## src/hdl/sal_pkg.sv

```systemverilog
// Package for the sorted array list: field widths, operation and status codes,
// and the control word broadcast from the top level to the row of cells.
// No dependencies.
`default_nettype none

package sal_pkg;

   localparam int DATA_W       = 32;
   localparam int FUNC_W       = 3;
   localparam int STATUS_W     = 2;
   localparam int CAPACITY_DEF = 64;

   // Operation codes carried in the request word.
   localparam logic [FUNC_W-1:0] OP_INSERT = 3'd0;
   localparam logic [FUNC_W-1:0] OP_DELETE = 3'd1;
   localparam logic [FUNC_W-1:0] OP_LOOKUP = 3'd2;
   localparam logic [FUNC_W-1:0] OP_READ   = 3'd3;
   localparam logic [FUNC_W-1:0] OP_REWIND = 3'd4;

   // Status codes carried in the response word.
   localparam logic [STATUS_W-1:0] STATUS_OK       = 2'd0;
   localparam logic [STATUS_W-1:0] STATUS_FULL     = 2'd1;
   localparam logic [STATUS_W-1:0] STATUS_NOTFOUND = 2'd2;
   localparam logic [STATUS_W-1:0] STATUS_EMPTY    = 2'd3;

   // Control word shared by every cell in the row.
   typedef struct packed {
      logic                     capture;   // register compare flags this cycle
      logic                     ins;       // open a gap and place put_value
      logic                     del;       // close the gap at the first match
      logic signed [DATA_W-1:0] cmp_value; // operand of the compare phase
      logic signed [DATA_W-1:0] put_value; // value written by an insert
   } cell_ctl_type;

endpackage

`default_nettype wire

```

## src/hdl/sal_cell.sv

```systemverilog
// One place of the sorted list: holds an entry and its compare flags.
// Depends on sal_pkg; instanced in a row by sorted_array_list.
`default_nettype none

module sal_cell
   import sal_pkg::*;
#(
   parameter int INDEX = 0,
   parameter int IDX_W = 6,
   parameter int CNT_W = 7
) (
   input  wire logic                     clock,
   input  wire cell_ctl_type             ctl,
   input  wire logic [CNT_W-1:0]         count,
   input  wire logic [IDX_W-1:0]         cursor,
   input  wire logic signed [DATA_W-1:0] left_entry,
   input  wire logic                     left_ge,
   input  wire logic signed [DATA_W-1:0] right_entry,
   output logic signed [DATA_W-1:0]      entry,
   output logic                          ge,
   output logic                          hit,
   output logic [DATA_W-1:0]             rd_data
);

   logic signed [DATA_W-1:0] entry_ff;
   logic                     ge_ff;
   logic                     eq_ff;
   logic                     end_ff;
   logic                     sel_ff;
   logic                     occupied;

   assign occupied = count > CNT_W'(INDEX);

   // Compare phase: note where this place stands against the operand.
   always_ff @(posedge clock) begin
      if (ctl.capture) begin
         ge_ff  <= occupied && (ctl.cmp_value <= entry_ff);
         eq_ff  <= occupied && (ctl.cmp_value == entry_ff);
         end_ff <= count == CNT_W'(INDEX);
         sel_ff <= cursor == IDX_W'(INDEX);
      end
   end

   // Apply phase: an insert moves the entries not below the new value up one place, a delete
   // pulls the entries from the first match onwards down one place.
   always_ff @(posedge clock) begin
      if (ctl.ins) begin
         if (left_ge) begin
            entry_ff <= left_entry;
         end else if (ge_ff || end_ff) begin
            entry_ff <= ctl.put_value;
         end
      end else if (ctl.del && ge_ff) begin
         entry_ff <= right_entry;
      end
   end

   assign entry   = entry_ff;
   assign ge      = ge_ff;
   assign hit     = eq_ff;
   assign rd_data = sel_ff ? entry_ff : '0;

endmodule

`default_nettype wire

```

## config.mk

```make
export PLATFORM = sky130hd
export DESIGN_NAME = sal_cell
export DESIGN_NICKNAME = d
export VERILOG_FILES = /design/src/hdl/sal_pkg.sv /design/src/hdl/sal_cell.sv
export SDC_FILE = /design/constraint.sdc
export NUM_CORES = 1
export LEC_CHECK = 0
export BUFFER_PORTS_ARGS = -buffer_cell sky130_fd_sc_hd__buf_4
export CAP_MARGIN = 20
export CORE_UTILIZATION = 38
export CTS_BUF_LIST = sky130_fd_sc_hd__clkbuf_4
export DETAILED_ROUTE_END_ITERATION = 7
export HOLD_SLACK_MARGIN = 0.1
export PLACE_DENSITY_LB_ADDON = 0.3
export SKIP_CTS_REPAIR_TIMING = 1
export SYNTH_ARGS = -nofsm -noshare
export SYNTH_HDL_FRONTEND = slang
export SYNTH_SLANG_ARGS = --single-unit
```

## constraint.sdc

```tcl
create_clock -name clock -period 3.7 [get_ports clock]
set_input_delay 1.11 -clock clock [delete_from_list [all_inputs] [get_ports clock]]
set_output_delay 1.11 -clock clock [all_outputs]
set_load 0.02 [all_outputs]
```

# After elaboration in Yosys (flattened, before gate mapping)
# Index checks and enable logic that the tools add are counted.
[word_totals]
reg_bits = 36
[op_classes]
muxes = 5
reduce_logical = 8
magnitude_cmp = 2
eq_ne = 2
[op_table]
columns = ["cell", "count"]
rows = [
  ["2-to-1 mux 32 bit", 5],
  ["equality test 32 bit", 1],
  ["less-or-equal comparator 32 bit", 1],
  ["greater-than comparator 7 x 1 -> 1 bit, second input constant", 1],
  ["zero test 7 bit", 1],
  ["zero test 6 bit", 1],
  ["logical AND 1 bit", 3],
  ["!= test 3 x 1 -> 1 bit, second input constant", 1],
  ["AND reduction 2 bit", 1],
  ["nonzero test 2 bit", 1],
  ["logical OR 1 bit", 1],
]

# Longest topological paths before layout
[logic_depth]
depth_word = 4
mapped_depth = 7
ltp_nobuf = 7

# Worst setup path before layout
# Ideal clock, no wire load.
[synth_timing]
path_kind = "input -> register"
startpoint = "input left_ge"
endpoint = "register entry_ff[0] (netlist: entry[0]), enable pin"
slack_ps = 190
path_buffers = 2
t_arrival_ps = 3089
t_required_ps = 3279
setup_ps = 421
path_stages = 4
path_cell_list = "clkbuf_1 -> buf_2 -> nor3_1 -> nor2_1"
[synth_via]
elab_chain_len = 2
[synth_lines]
columns = ["item", "line_no", "text"]
rows = [
  ["from (decl)", "sal_cell.sv:17", "input wire logic left_ge,"],
  ["!= test 3 x 1 -> 1 bit (no line)", "n/a", ""],
  ["AND reduction 2 bit (no line)", "n/a", ""],
  ["to (signal assigned)", "sal_cell.sv:49", "entry_ff <= left_entry;"],
  ["to (signal assigned)", "sal_cell.sv:51", "entry_ff <= ctl.put_value;"],
  ["to (signal assigned)", "sal_cell.sv:54", "entry_ff <= right_entry;"],
  ["to (decl)", "sal_cell.sv:25", "logic signed [DATA_W-1:0] entry_ff;"],
]
# No other way between the ends.
# A chain may end at the register's enable or synchronous reset.

# Worst setup path after layout
[layout_timing]
startpoint = "register sel_ff"
endpoint = "output rd_data[1]"
[layout_via]
elab_chain_len = 1
[layout_lines]
columns = ["item", "line_no", "text"]
rows = [
  ["from (decl)", "sal_cell.sv:29", "logic sel_ff;"],
  ["from (signal assigned)", "sal_cell.sv:40", "sel_ff <= cursor == IDX_W'(INDEX);"],
  ["2-to-1 mux 32 bit", "sal_cell.sv:61", "assign rd_data = sel_ff ? entry_ff : '0;"],
  ["to (decl)", "sal_cell.sv:22", "output logic [DATA_W-1:0] rd_data"],
]
# No other way between the ends.

==> metrics.md <==
| Metric | Value |
|---|---|
| FF-to-FF Start | `entry[14]` |
| # port buffers | `roughly 210` |
| GP Congestion | `0.793` |
| Final Critical Period | `2850 ps` |
| Max Cap Viol | `0` |
| Final wirelength | `between 8000 and 9000 um` |
| Vias in the first global route | `2824` |
| Worst Setup End Kind | `output pin` |
| Largest net degree at the start of global routing | `65` |
| Drt wl/cell | `around 14 um` |
| Status | `finished clean` |
| Async SR Flop Fraction | `0%` |
| Via Count | `a little under 3k` |
| Post-Layout Cell Count | `608` |
| H-tree lvl count | `2` |
| Vias per cell | `just under 5` |
| N_diodes | `0` |
| Hold Fails Final Rpt | `0` |
| Leak Pwr | `0.00237 uW` |
| Clock sinks | `36` |
| Clock latency on the worst-skew pair | `350 ps` |
| Core footprint | `a little over 7000 um^2` |
| Setup TNS | `0 ps` |
| Critical path data arrival time | `~1700 ps` |
| Synth-to-Final Area Change | `61.4%` |
| PD cells | `around 290 nW/um^2` |
| Area contributors post-synth | `edfxtp_1, ha_1, mux2i_1` |
| Final period utilization | `about three quarters` |
| Reg clk slew, reported paths | `about 110 ps` |
| Cts bufs inserted | `5` |
| Total track usage | `a little over a fifth` |
| Sequential element share of the synthesized area | `between 30% and 40%` |
| Root Driver | `clkbuf_4` |
| Rows | `31` |
| Dpl cells | `600` |
| Nets | `686` |
| Final antenna-violating net count | `0` |
| Post-DP HPWL | `between 7000 and 8000 um` |
| Slew of the pin with the lowest slew margin | `about 950 ps` |
| Startpoint Class | `flip-flop` |
| Area of the mapped netlist | `between 2000 and 3000 um^2` |
| EDFF count, synth | `36` |
| Synthesized flop and latch total | `36` |
| First-pass GRT wire length | `12700 um` |
| Worst hold slack | `just under 1000 ps` |
| CTS tree | `built` |
| Number of remaining DRC errors | `0` |
| Ys Warns | `0` |
| Area leader, netlist | `edfxtp_1` |
| Max Freq | `351 MHz` |
| Die Wd | `88.3 um` |
| Initial Util | `between 30% and 40%` |
| Setup CP Type | `reg -> out` |
| Post-synth top area share | `between 30% and 40%` |
| 1st-iter DRT viols | `55` |
| Syn Area/Cell | `between 9 and 10 um^2` |
| Clock Skew | `around 17 ps` |
| WP data required | `roughly 2600 ps` |
| Die area | `~7800 um^2` |
| RSZ-0062 raised after global routing | `no` |
| Worst Setup SP | `sel_ff` |
| Die H | `around 88 um` |
| Worst VDD drop | `between 0.15 and 0.2 mV` |
| I/O Pins | `about 210` |
| Max FO, Critical Path | `32` |
| Global route overflow | `0` |
| Fraction of layout cells with a size suffix above 1 | `44.6%` |
| Max Slew Vio Count | `0` |
| Initial antenna violation count | `0` |
| DRT Pass-1 Iters | `4` |
| Post-synth net total | `around 480` |
| Hold path start | `entry[31]` |
| Dominant synthesized flop cell | `edfxtp_1` |
| Synth cell types | `33` |
| Hold crit path type | `reg -> reg` |
| Slew HR | `36.5%` |
| Final setup viols | `0` |
| Post-Syn Instances | `301` |
| Bufs on Longest Clock Path | `2` |
==> final cells by class <==
cell class                 instances  area [um^2]
clock buffer                       7         52.6
inverter                          33          124
clock inverter                     1         3.75
timing repair buffer             214         1610
sequential                        36         1080
fill                             629         2650
multi-input combinational        218         1580
tap                               99          124
==> stage by stage <==
stage | setup WS [ps] | area, um^2 | util (%) | total power, uW
CTS | 832 | 4570 | 63.3 | 1310
detailed placement | 698 | 4510 | 62.5 | 1100
finish | 851 | 4570 | 63.3 | 1300
global placement | 749 | 4510 | 62.5 | 1080
floorplan | 190 | 2830 | - | 817
global route | 755 | 4570 | 63.3 | 1380
==> kinds of logic after synthesis <==
kind of cell | after synthesis | share of synthesized area [%]
buffers and inverters | 47 | 6.37
AOI/OAI and AO/OA | 57 | 11.4
and+or+nand+nor | 97 | 18.5
DFF | 36 | 38.2
muxes | 32 | 11.3
adders and majority gates | 32 | 14.2
==> cell usage after synthesis, drive strengths merged, types with 2 or more instances <==
cell and instances:
a21o 2, a221o 3, clkbuf 11, a21oi 44, nand3 3, ha 32
nor4 3, inv 33, nor2 37, o21ai 3, nand4 5, mux2i 32
or4 2, buf 3, edfxtp 36, nor3 2, and2 33, nand2 8
==> worst paths after layout <==
check,endpoint,slack [ps],depth (start not counted)
hold / removal,ge,990,5
setup / recovery,rd_data[1],850,2
hold reg to reg,ge,990,5
setup reg to reg,ge,1460,7
==> per-layer routing <==
| layer | GRT usage (%) | vias to the layer above | routed length (um) |
|---|---|---|---|
| met4 | 8.06 | 0 | 173 |
| met3 | 3.08 | 14 | 537 |
| met2 | 40.2 | 109 | 4600 |
| met1 | 24.2 | 1337 | 3380 |
| li1 | - | 1482 | - |
| met5 | 0 | - | 0 |
==> critical path, cell delays in order (launching register included) <==
cell and delay [ps]:
edfxtp_1 990, and2_1 250, buf_4 140
==> placed cells by master, fill, tap and decap left out, types with 2 or more instances in the layout <==
| cell type | n |
|---|---|
| a21o_1 | 2 |
| a21oi_1 | 44 |
| a221o_1 | 3 |
| and2_1 | 32 |
| buf_4 | 214 |
| clkbuf_4 | 7 |
| edfxtp_1 | 36 |
| ha_1 | 32 |
| inv_1 | 33 |
| mux2i_1 | 32 |
| nand2_1 | 7 |
| nand3_1 | 3 |
| nand4_1 | 5 |
| nor2_1 | 36 |
| nor3_1 | 2 |
| o21ai_0 | 2 |
==> flip-flops by register name, summed over array words and instances, names as in the netlist <==
signal  cells
end_ff      1
entry      32
ge          1
hit         1
sel_ff      1
==> where the power goes <==
part / total (uW) / switching, uW / internal, uW / leakage [uW]
Sequential: 543 / 37.6 / 505 / 0.000349
Combinational: 539 / 262 / 277 / 0.00198
Clock: 220 / 132 / 87.8 / 0.0000338
Total: 1300 / 431 / 870 / 0.00237
Power figures use the tool's default switching activity.
